==> src/hw/rtl/tso_pkg.sv <==
// Shared types, constants and the sine table for the table sine oscillator.
package tso_pkg;

	localparam int TABLE_SIZE = 512;
	localparam int INDEX_BITS = 9;
	localparam int HALF_SIZE = TABLE_SIZE / 2;
	localparam int HALF_BITS = INDEX_BITS - 1;
	localparam int FRACTION_BITS = 16;
	localparam int PHASE_BITS = INDEX_BITS + FRACTION_BITS;
	localparam int SAMPLE_BITS = 16;
	localparam int SEED_BITS = 32;
	localparam int CFG_DATA_BITS = 32;
	localparam int CFG_INDEX_BITS = 2;
	localparam int QUEUE_DEPTH = 4;
	localparam int QUEUE_PTR_BITS = 2;
	localparam int QUEUE_COUNT_BITS = QUEUE_PTR_BITS + 1;

	localparam logic [SEED_BITS-1:0] LFSR_TAPS = 32'h8020_0003;
	localparam logic [63:0] HALF_PI_Q30 = 64'd1686629713;
	localparam logic [63:0] ONE_Q30 = 64'd1 << 30;
	localparam logic [63:0] SAMPLE_AMP = (64'd1 << (SAMPLE_BITS - 1)) - 64'd1;

	typedef enum logic [CFG_INDEX_BITS-1:0] {
		CFG_PHASE_STEP,
		CFG_PHASE_START,
		CFG_WAVEFORM_MODE,
		CFG_NOISE_SEED
	} cfg_index_t;

	typedef enum logic {
		WAVE_SINE,
		WAVE_NOISE
	} wave_t;

	typedef struct packed {
		wave_t                    wave;
		logic [INDEX_BITS-1:0]    index;
		logic [FRACTION_BITS-1:0] frac;
		logic [SAMPLE_BITS-1:0]   noise;
	} cmd_t;

	typedef struct packed {
		logic full;
		logic empty;
	} queue_status_t;

	typedef logic [HALF_SIZE-1:0][SAMPLE_BITS-1:0] sine_rom_t;

	function automatic logic [63:0] sin_q30(input logic [63:0] x);
		logic [63:0] x2;
		logic [63:0] term;
		logic signed [64:0] sum;
		int n;
		x2 = (x * x) >> 30;
		term = x;
		sum = $signed({1'b0, x});
		for (n = 1; n <= 10; n++) begin
			term = ((term * x2) >> 30) / 64'((2 * n) * (2 * n + 1));
			if ((n & 1) == 1) begin
				sum = sum - $signed({1'b0, term});
			end else begin
				sum = sum + $signed({1'b0, term});
			end
		end
		if (sum < 0) begin
			sum = '0;
		end
		if (sum > $signed({1'b0, ONE_Q30})) begin
			sum = $signed({1'b0, ONE_Q30});
		end
		return sum[63:0];
	endfunction

	function automatic sine_rom_t build_sine_rom();
		sine_rom_t rom;
		logic [63:0] q;
		logic [63:0] r;
		logic [63:0] x;
		logic [63:0] a;
		int k;
		for (k = 0; k < HALF_SIZE; k++) begin
			q = (64'(4 * k)) / TABLE_SIZE;
			r = 64'(4 * k) - q * TABLE_SIZE;
			x = (HALF_PI_Q30 * r) / TABLE_SIZE;
			if (q[0]) begin
				x = HALF_PI_Q30 - x;
			end
			a = (sin_q30(x) * SAMPLE_AMP + (ONE_Q30 >> 1)) >> 30;
			rom[k] = a[SAMPLE_BITS-1:0];
		end
		return rom;
	endfunction

	// First half of the sine table; the second half is its negation.
	localparam sine_rom_t SINE_ROM = build_sine_rom();

endpackage

==> src/hw/rtl/tso_front.sv <==
// Front end: configuration registers, phase accumulator, noise LFSR and request intake.
module tso_front import tso_pkg::*; (
	input  logic                      clk,
	input  logic                      arst_n,
	input  logic                      cfg_we,
	input  logic [CFG_INDEX_BITS-1:0] cfg_index,
	input  logic [CFG_DATA_BITS-1:0]  cfg_data,
	input  logic                      in_valid,
	output logic                      in_ready,
	input  logic                      sample_request,
	input  queue_status_t             status,
	output logic                      push,
	output cmd_t                      cmd
);

	logic [PHASE_BITS-1:0] step_q;
	logic [PHASE_BITS-1:0] acc_q;
	logic [SEED_BITS-1:0]  lfsr_q;
	wave_t                 mode_q;
	logic [PHASE_BITS-1:0] acc_next;
	logic [SEED_BITS-1:0]  lfsr_next;
	logic                  accept;

	assign in_ready = !status.full;
	assign accept = in_valid && in_ready;
	assign push = accept && sample_request;

	assign acc_next = acc_q + step_q;
	assign lfsr_next = (lfsr_q >> 1) ^ (lfsr_q[0] ? LFSR_TAPS : '0);

	always_comb begin
		cmd.wave = mode_q;
		cmd.index = acc_next[PHASE_BITS-1:FRACTION_BITS];
		cmd.frac = acc_next[FRACTION_BITS-1:0];
		cmd.noise = lfsr_next[SEED_BITS-1:SEED_BITS-SAMPLE_BITS];
	end

	always_ff @(posedge clk or negedge arst_n) begin
		if (!arst_n) begin
			step_q <= '0;
			acc_q <= '0;
			lfsr_q <= SEED_BITS'(1);
			mode_q <= WAVE_SINE;
		end else if (cfg_we) begin
			unique case (cfg_index_t'(cfg_index))
				CFG_PHASE_STEP: begin
					step_q <= cfg_data[PHASE_BITS-1:0];
				end
				CFG_PHASE_START: begin
					acc_q <= {cfg_data[INDEX_BITS-1:0], {FRACTION_BITS{1'b0}}};
				end
				CFG_WAVEFORM_MODE: begin
					mode_q <= wave_t'(cfg_data[0]);
				end
				CFG_NOISE_SEED: begin
					lfsr_q <= (cfg_data[SEED_BITS-1:0] == '0) ? SEED_BITS'(1)
						: cfg_data[SEED_BITS-1:0];
				end
			endcase
		end else if (push) begin
			if (mode_q == WAVE_NOISE) begin
				lfsr_q <= lfsr_next;
			end else begin
				acc_q <= acc_next;
			end
		end
	end

endmodule

==> src/hw/rtl/tso_fifo.sv <==
// Short command queue between the front end and the sample pipeline.
module tso_fifo import tso_pkg::*; (
	input  logic          clk,
	input  logic          arst_n,
	input  logic          push,
	input  cmd_t          wr_data,
	input  logic          pop,
	output cmd_t          rd_data,
	output queue_status_t status
);

	cmd_t                        mem_q [QUEUE_DEPTH];
	logic [QUEUE_PTR_BITS-1:0]   wr_ptr_q;
	logic [QUEUE_PTR_BITS-1:0]   rd_ptr_q;
	logic [QUEUE_COUNT_BITS-1:0] count_q;

	assign rd_data = mem_q[rd_ptr_q];
	assign status.full = (count_q == QUEUE_COUNT_BITS'(QUEUE_DEPTH));
	assign status.empty = (count_q == '0);

	always_ff @(posedge clk) begin
		if (push) begin
			mem_q[wr_ptr_q] <= wr_data;
		end
	end

	always_ff @(posedge clk or negedge arst_n) begin
		if (!arst_n) begin
			wr_ptr_q <= '0;
			rd_ptr_q <= '0;
			count_q <= '0;
		end else begin
			if (push) begin
				wr_ptr_q <= wr_ptr_q + QUEUE_PTR_BITS'(1);
			end
			if (pop) begin
				rd_ptr_q <= rd_ptr_q + QUEUE_PTR_BITS'(1);
			end
			if (push && !pop) begin
				count_q <= count_q + QUEUE_COUNT_BITS'(1);
			end else if (pop && !push) begin
				count_q <= count_q - QUEUE_COUNT_BITS'(1);
			end
		end
	end

endmodule

==> src/hw/rtl/tso_back.sv <==
// Back end: table lookup, interpolation multiply and output register.
module tso_back import tso_pkg::*; (
	input  logic                          clk,
	input  logic                          arst_n,
	input  cmd_t                          cmd,
	input  queue_status_t                 status,
	output logic                          pop,
	output logic                          out_valid,
	input  logic                          out_ready,
	output logic signed [SAMPLE_BITS-1:0] sample_value
);

	localparam int DIFF_BITS = SAMPLE_BITS + 1;
	localparam int PROD_BITS = DIFF_BITS + FRACTION_BITS + 1;

	logic                            en;
	logic [INDEX_BITS-1:0]           next_index;
	logic signed [SAMPLE_BITS-1:0]   s1;
	logic signed [SAMPLE_BITS-1:0]   s2;
	logic signed [SAMPLE_BITS-1:0]   sa_d;
	logic signed [DIFF_BITS-1:0]     diff_d;
	logic [FRACTION_BITS-1:0]        frac_d;
	logic signed [PROD_BITS-1:0]     rounded;

	logic                            valid_s1;
	logic signed [SAMPLE_BITS-1:0]   sa_s1;
	logic signed [DIFF_BITS-1:0]     diff_s1;
	logic [FRACTION_BITS-1:0]        frac_s1;
	logic                            valid_s2;
	logic signed [SAMPLE_BITS-1:0]   sa_s2;
	logic signed [PROD_BITS-1:0]     prod_s2;
	logic                            out_valid_q;
	logic signed [SAMPLE_BITS-1:0]   sample_q;

	function automatic logic signed [SAMPLE_BITS-1:0] sine_lookup(
		input logic [INDEX_BITS-1:0] i);
		logic signed [SAMPLE_BITS-1:0] v;
		v = $signed(SINE_ROM[i[HALF_BITS-1:0]]);
		return i[INDEX_BITS-1] ? -v : v;
	endfunction

	assign en = !out_valid_q || out_ready;
	assign pop = en && !status.empty;

	assign next_index = cmd.index + INDEX_BITS'(1);
	assign s1 = sine_lookup(cmd.index);
	assign s2 = sine_lookup(next_index);

	always_comb begin
		if (cmd.wave == WAVE_NOISE) begin
			sa_d = $signed(cmd.noise);
			diff_d = '0;
			frac_d = '0;
		end else begin
			sa_d = s1;
			diff_d = DIFF_BITS'(s2) - DIFF_BITS'(s1);
			frac_d = cmd.frac;
		end
	end

	assign rounded = (prod_s2 + PROD_BITS'(1 << (FRACTION_BITS - 1))) >>> FRACTION_BITS;

	always_ff @(posedge clk) begin
		if (en) begin
			sa_s1 <= sa_d;
			diff_s1 <= diff_d;
			frac_s1 <= frac_d;
			sa_s2 <= sa_s1;
			prod_s2 <= PROD_BITS'(diff_s1) * PROD_BITS'($signed({1'b0, frac_s1}));
			sample_q <= sa_s2 + rounded[SAMPLE_BITS-1:0];
		end
	end

	always_ff @(posedge clk or negedge arst_n) begin
		if (!arst_n) begin
			valid_s1 <= 1'b0;
			valid_s2 <= 1'b0;
			out_valid_q <= 1'b0;
		end else if (en) begin
			valid_s1 <= pop;
			valid_s2 <= valid_s1;
			out_valid_q <= valid_s2;
		end
	end

	assign out_valid = out_valid_q;
	assign sample_value = sample_q;

endmodule

==> src/hw/rtl/table_sine_oscillator_with_noise_top.sv <==
// A result passes through the command queue, both stage registers and the output register.
// Throughput: one request per cycle while in_ready is high; the output stage is a three-deep
// pipeline with one table read pair and one interpolation multiply, fed through a four-entry
// command queue. A request with a zero bit is taken without producing a result.
// Reset is asynchronous and active low; the sine table is constant and needs no fill.
module table_sine_oscillator_with_noise_top import tso_pkg::*; (
	input  logic                          clk,
	input  logic                          arst_n,
	input  logic                          cfg_we,
	input  logic [CFG_INDEX_BITS-1:0]     cfg_index,
	input  logic [CFG_DATA_BITS-1:0]      cfg_data,
	input  logic                          in_valid,
	output logic                          in_ready,
	input  logic                          sample_request,
	output logic                          out_valid,
	input  logic                          out_ready,
	output logic signed [SAMPLE_BITS-1:0] sample_value
);

	logic          push;
	logic          pop;
	cmd_t          wr_cmd;
	cmd_t          rd_cmd;
	queue_status_t q_status;

	tso_front u_front (
		.clk            (clk),
		.arst_n         (arst_n),
		.cfg_we         (cfg_we),
		.cfg_index      (cfg_index),
		.cfg_data       (cfg_data),
		.in_valid       (in_valid),
		.in_ready       (in_ready),
		.sample_request (sample_request),
		.status         (q_status),
		.push           (push),
		.cmd            (wr_cmd)
	);

	tso_fifo u_fifo (
		.clk     (clk),
		.arst_n  (arst_n),
		.push    (push),
		.wr_data (wr_cmd),
		.pop     (pop),
		.rd_data (rd_cmd),
		.status  (q_status)
	);

	tso_back u_back (
		.clk          (clk),
		.arst_n       (arst_n),
		.cmd          (rd_cmd),
		.status       (q_status),
		.pop          (pop),
		.out_valid    (out_valid),
		.out_ready    (out_ready),
		.sample_value (sample_value)
	);

	a_idle_request_no_push: assert property (@(posedge clk) disable iff (!arst_n)
		(in_valid && in_ready && !sample_request) |-> !push)
		else $error("A request with a zero bit queued a command.");

	a_push_not_full: assert property (@(posedge clk) disable iff (!arst_n)
		push |-> !q_status.full)
		else $error("Command queue written while full.");

	a_pop_not_empty: assert property (@(posedge clk) disable iff (!arst_n)
		pop |-> !q_status.empty)
		else $error("Command queue read while empty.");

	a_stall_no_pop: assert property (@(posedge clk) disable iff (!arst_n)
		(out_valid && !out_ready) |-> !pop)
		else $error("Pipeline advanced while the output was stalled.");

endmodule
==> config.mk <==
export PLATFORM = sky130hd
export DESIGN_NAME = table_sine_oscillator_with_noise_top
export DESIGN_NICKNAME = d
export VERILOG_FILES = /design/src/hw/rtl/tso_pkg.sv /design/src/hw/rtl/tso_front.sv /design/src/hw/rtl/tso_fifo.sv /design/src/hw/rtl/tso_back.sv /design/src/hw/rtl/table_sine_oscillator_with_noise_top.sv
export SDC_FILE = /design/constraint.sdc
export NUM_CORES = 2
export LEC_CHECK = 0
export ABC_AREA = 1
export ABC_CLOCK_PERIOD_IN_PS = 8300
export BUFFER_PORTS_ARGS = -buffer_cell sky130_fd_sc_hd__buf_2
export CAP_MARGIN = 20
export CORE_MARGIN = 5
export CORE_UTILIZATION = 60
export DETAILED_ROUTE_END_ITERATION = 7
export PLACE_DENSITY = 0.76
export SYNTH_ARGS = -nofsm -noshare
export SYNTH_HDL_FRONTEND = slang
export SYNTH_HIERARCHICAL = 1
export SYNTH_SLANG_ARGS = --single-unit
==> constraint.sdc <==
create_clock -name clk -period 8.3 [get_ports clk]
set_input_delay 2.49 -clock clk [delete_from_list [all_inputs] [get_ports clk]]
set_output_delay 2.49 -clock clk [all_outputs]
set_load 0.05 [all_outputs]
==> results.py <==
metrics = {
    "cts": {
        "cts_root_buffer": "clkbuf_16",
        "clk_pin_slew_ns": 0.07,
        "hold_buffers": 0,
        "post_cts.repair.setup_buffers": 0,
        "numCtsBuffers": 38,
        "h-tree-depth": 2,
        "ctsResizeCount": 0,
        "clk_latency_ns": 0.55,
        "clock_path_buffers": 3,
        "cts.sinks": 359,
        "cts_tree": "yes",
    },
    "placement": {
        "port_buffers": 57,
        "dp_cells": 5864,
        "place_ws_ns": 1.35,
        "place_congestion": 1.15,
        "hpwlAfterDp_um": 96100,
    },
    "worst_setup_path": {
        "start_kind": "flip-flop",
        "slowest_delay_ns": 0.75,
        "worstSetupPathType": "reg -> reg",
        "endpoint_kind": "flip-flop",
        "required_ns": 8.60,
        "crit_fanout": 55,
        "critical_path.slowest_cell": "dfrtp_4",
        "crit_top_cell": "nand2_1",
        "cp_data_arrival_time_ns": 7.64,
    },
    "layout": {
        "diodes": 0,
        "drive_gt1_share_pct": 5.08,
        "syn_to_final_growth_pct": 5.17,
        "fillCellCount": 5403,
        "fin_nets": 5562,
        "layout_common_cells": "1623 x nand2_1, 881 x inv_1, 425 x nand3_1",
        "fin_cells": 5934,
        "final_common_cell": "nand2_1",
    },
    "logic_synthesis": {
        "syn-num-nets": 5662,
        "yosys.area_share.simple_pct": 27.3,
        "synth_top_area_share_pct": 21.4,
        "ys_types": 60,
        "synth_area_leaders": "edfxtp_1 21%, nand2_1 16%, fa_1 14%",
        "synth-compound-area-share_pct": 9.43,
        "seq_area_frac_synth_pct": 27.7,
        "netlist_area_sq_um": 37300,
        "synth_edf_count": 266,
        "synthXorXnorAreaFrac_pct": 2.23,
        "yosys_warnings": 6,
        "synth_cells": 5167,
        "muxShareOfSynthArea_pct": 0.0302,
        "ys_ff_latch": 359,
        "async_flop_share_pct": 25.9,
        "synth_top_family_by_area": "simple AND/OR/NAND/NOR gates",
        "synth-adder-area-share_pct": 20.7,
        "synth_top_cell_by_area": "edfxtp_1",
        "synth_ff_type": "edfxtp_1",
        "syn_avg_cell_area_sq_um": 7.22,
    },
    "timing": {
        "relSlewSlack_pct": 28.8,
        "max_freq_mhz": 136,
        "worst_pin_slew_ns": 1.07,
        "hold_viol": 0,
        "setup_slack_ns": 0.961,
        "drv_slew": 0,
        "min_period_over_period_pct": 88.4,
        "finalSetupViolations": 0,
        "rsz0062_at_grt": "no",
        "setup_tns_ns": 0,
        "finClkSkew_ns": 0.0274,
        "post-route-min-period_ns": 7.34,
    },
    "global_routing": {
        "grt_usage_pct": 38.3,
        "grt_pass1_vias": 34500,
        "grt_max_degree": 117,
        "antenna_found_initial": 1,
        "grt_overflow_total": 0,
        "grt_pass1_wl_um": 200000,
    },
    "routing": {
        "final_antenna_net_count": 0,
        "viasPerCell": 6.02,
        "route.vias.total": 35800,
        "post_drt_wl_per_cell_um": 22.1,
        "drtIter0Drc": 4606,
        "drc": 18,
        "drt-pass1-iter-count": 8,
        "wirelength_um": 131000,
    },
    "flow_run": {
        "drv_cap": 0,
    },
    "floorplanning": {
        "row_count": 91,
        "die_h_um": 259,
        "core-area_sq_um": 61600,
        "io_pins": 58,
        "die_area_sq_um": 67200,
        "initial_core_util_pct": 60.5,
        "die_x_um": 259,
    },
    "status": {
        "status": "finished, violations left",
        "violations": "design-rule violations",
    },
    "min_path": {
        "hold_class": "reg -> reg",
    },
}
critical path, delay by kind of cell (launching register included):
family	cells	cell delay (ns)
buffers and inverters	5	1.09
flip-flops	1	0.75
adder cells (fa/ha/maj)	4	1.25
XOR/XNOR	1	0.15
AND/OR/NAND/NOR	20	2.42
AO/OA/AOI/OAI	7	1.36
through the flow:
step	area (sq um)	hold slack [ns]	util (%)
floorplan	37300	0.400	-
global placement	37900	0.401	61.5
detailed placement	37900	0.405	61.5
CTS	39200	0.420	63.7
global route	39200	0.430	63.7
finish	39200	0.418	63.7
sequential cells by signal, summed over array words and instances (netlist names):
signal and count:
u_front/mode_q 1, u_back/frac_s1 16, u_back/sa_s2 16, u_fifo/wr_ptr_q 2, u_back/sample_value 16, u_front/acc_q 25, u_fifo/mem_q 168, u_back/valid_s1 1
u_back/sa_s1 16, u_fifo/rd_ptr_q 2, u_front/lfsr_q 32, u_back/out_valid 1, u_front/step_q 25, u_back/prod_s2 17, u_back/diff_s1 17, u_fifo/count_q 3
u_back/valid_s2 1
cells in the mapped netlist (all sizes together) (102+ instances only):
library cell,instances
nand2,1642
inv,898
buf,149
a21oi,233
ha,185
nand3,433
o21ai,241
clkbuf,120
o211ai,102
fa,270
edfxtp,266
nor2,291
area by class of cell:
type / instances / area (sq um) / share of cell area [%]
flip-flops and latches: 359 / 10300 / 26.3
clock buffers: 47 / 1050 / 2.67
multi-input cells: 3639 / 22300 / 56.8
inverters: 900 / 3380 / 8.63
clock inverters: 23 / 279 / 0.711
well taps: 837 / 1050 / 2.67
repair buffers: 129 / 878 / 2.24
path summary, 6_finish.rpt:
kind / from / end / slack [ns] / cells after the start
min in group asynchronous: arst_n / u_front/lfsr_q[14]$_DFFE_PN0P_ / 1.83 / 1
worst min register to register: u_back/sa_s1[4]$_DFFE_PN_ / u_back/sa_s2[4]$_DFFE_PN_ / 0.42 / 0
max in group asynchronous: arst_n / u_fifo/rd_ptr_q[0]$_DFFE_PN0P_ / 5.12 / 2
worst max-delay path: u_fifo/rd_ptr_q[0]$_DFFE_PN0P_ / u_back/diff_s1[15]$_SDFFCE_PP0N_ / 0.96 / 37
worst max register to register: u_fifo/rd_ptr_q[0]$_DFFE_PN0P_ / u_back/diff_s1[15]$_SDFFCE_PP0N_ / 0.96 / 37
worst min-delay path: u_back/sa_s1[4]$_DFFE_PN_ / u_back/sa_s2[4]$_DFFE_PN_ / 0.42 / 0
logic make-up (layout without fill, tap and decap cells):
| logic type | Yosys count | count (layout) |
|---|---|---|
| AND/OR/NAND/NOR | 2466 | 2466 |
| buffers and inverters | 1169 | 1099 |
| multiplexers | 1 | 1 |
| flip-flops | 359 | 359 |
| adder cells (fa/ha/maj) | 455 | 455 |
| XOR/XNOR | 94 | 94 |
| AO/OA/AOI/OAI | 623 | 623 |
layer usage:
layer	routed length, um	global-route usage [%]	vias up	share of wire [%]
met5	7	0	-	0.0053
li1	-	-	16000	-
met3	15600	9.45	519	12
met2	56800	58.0	2408	43
met1	51300	52.6	16800	39
met4	7580	17.3	2	5.8
Power is left out: the tool's default activity adds up to more than one toggle a clock period on the data nets, which glitch-free logic cannot reach.
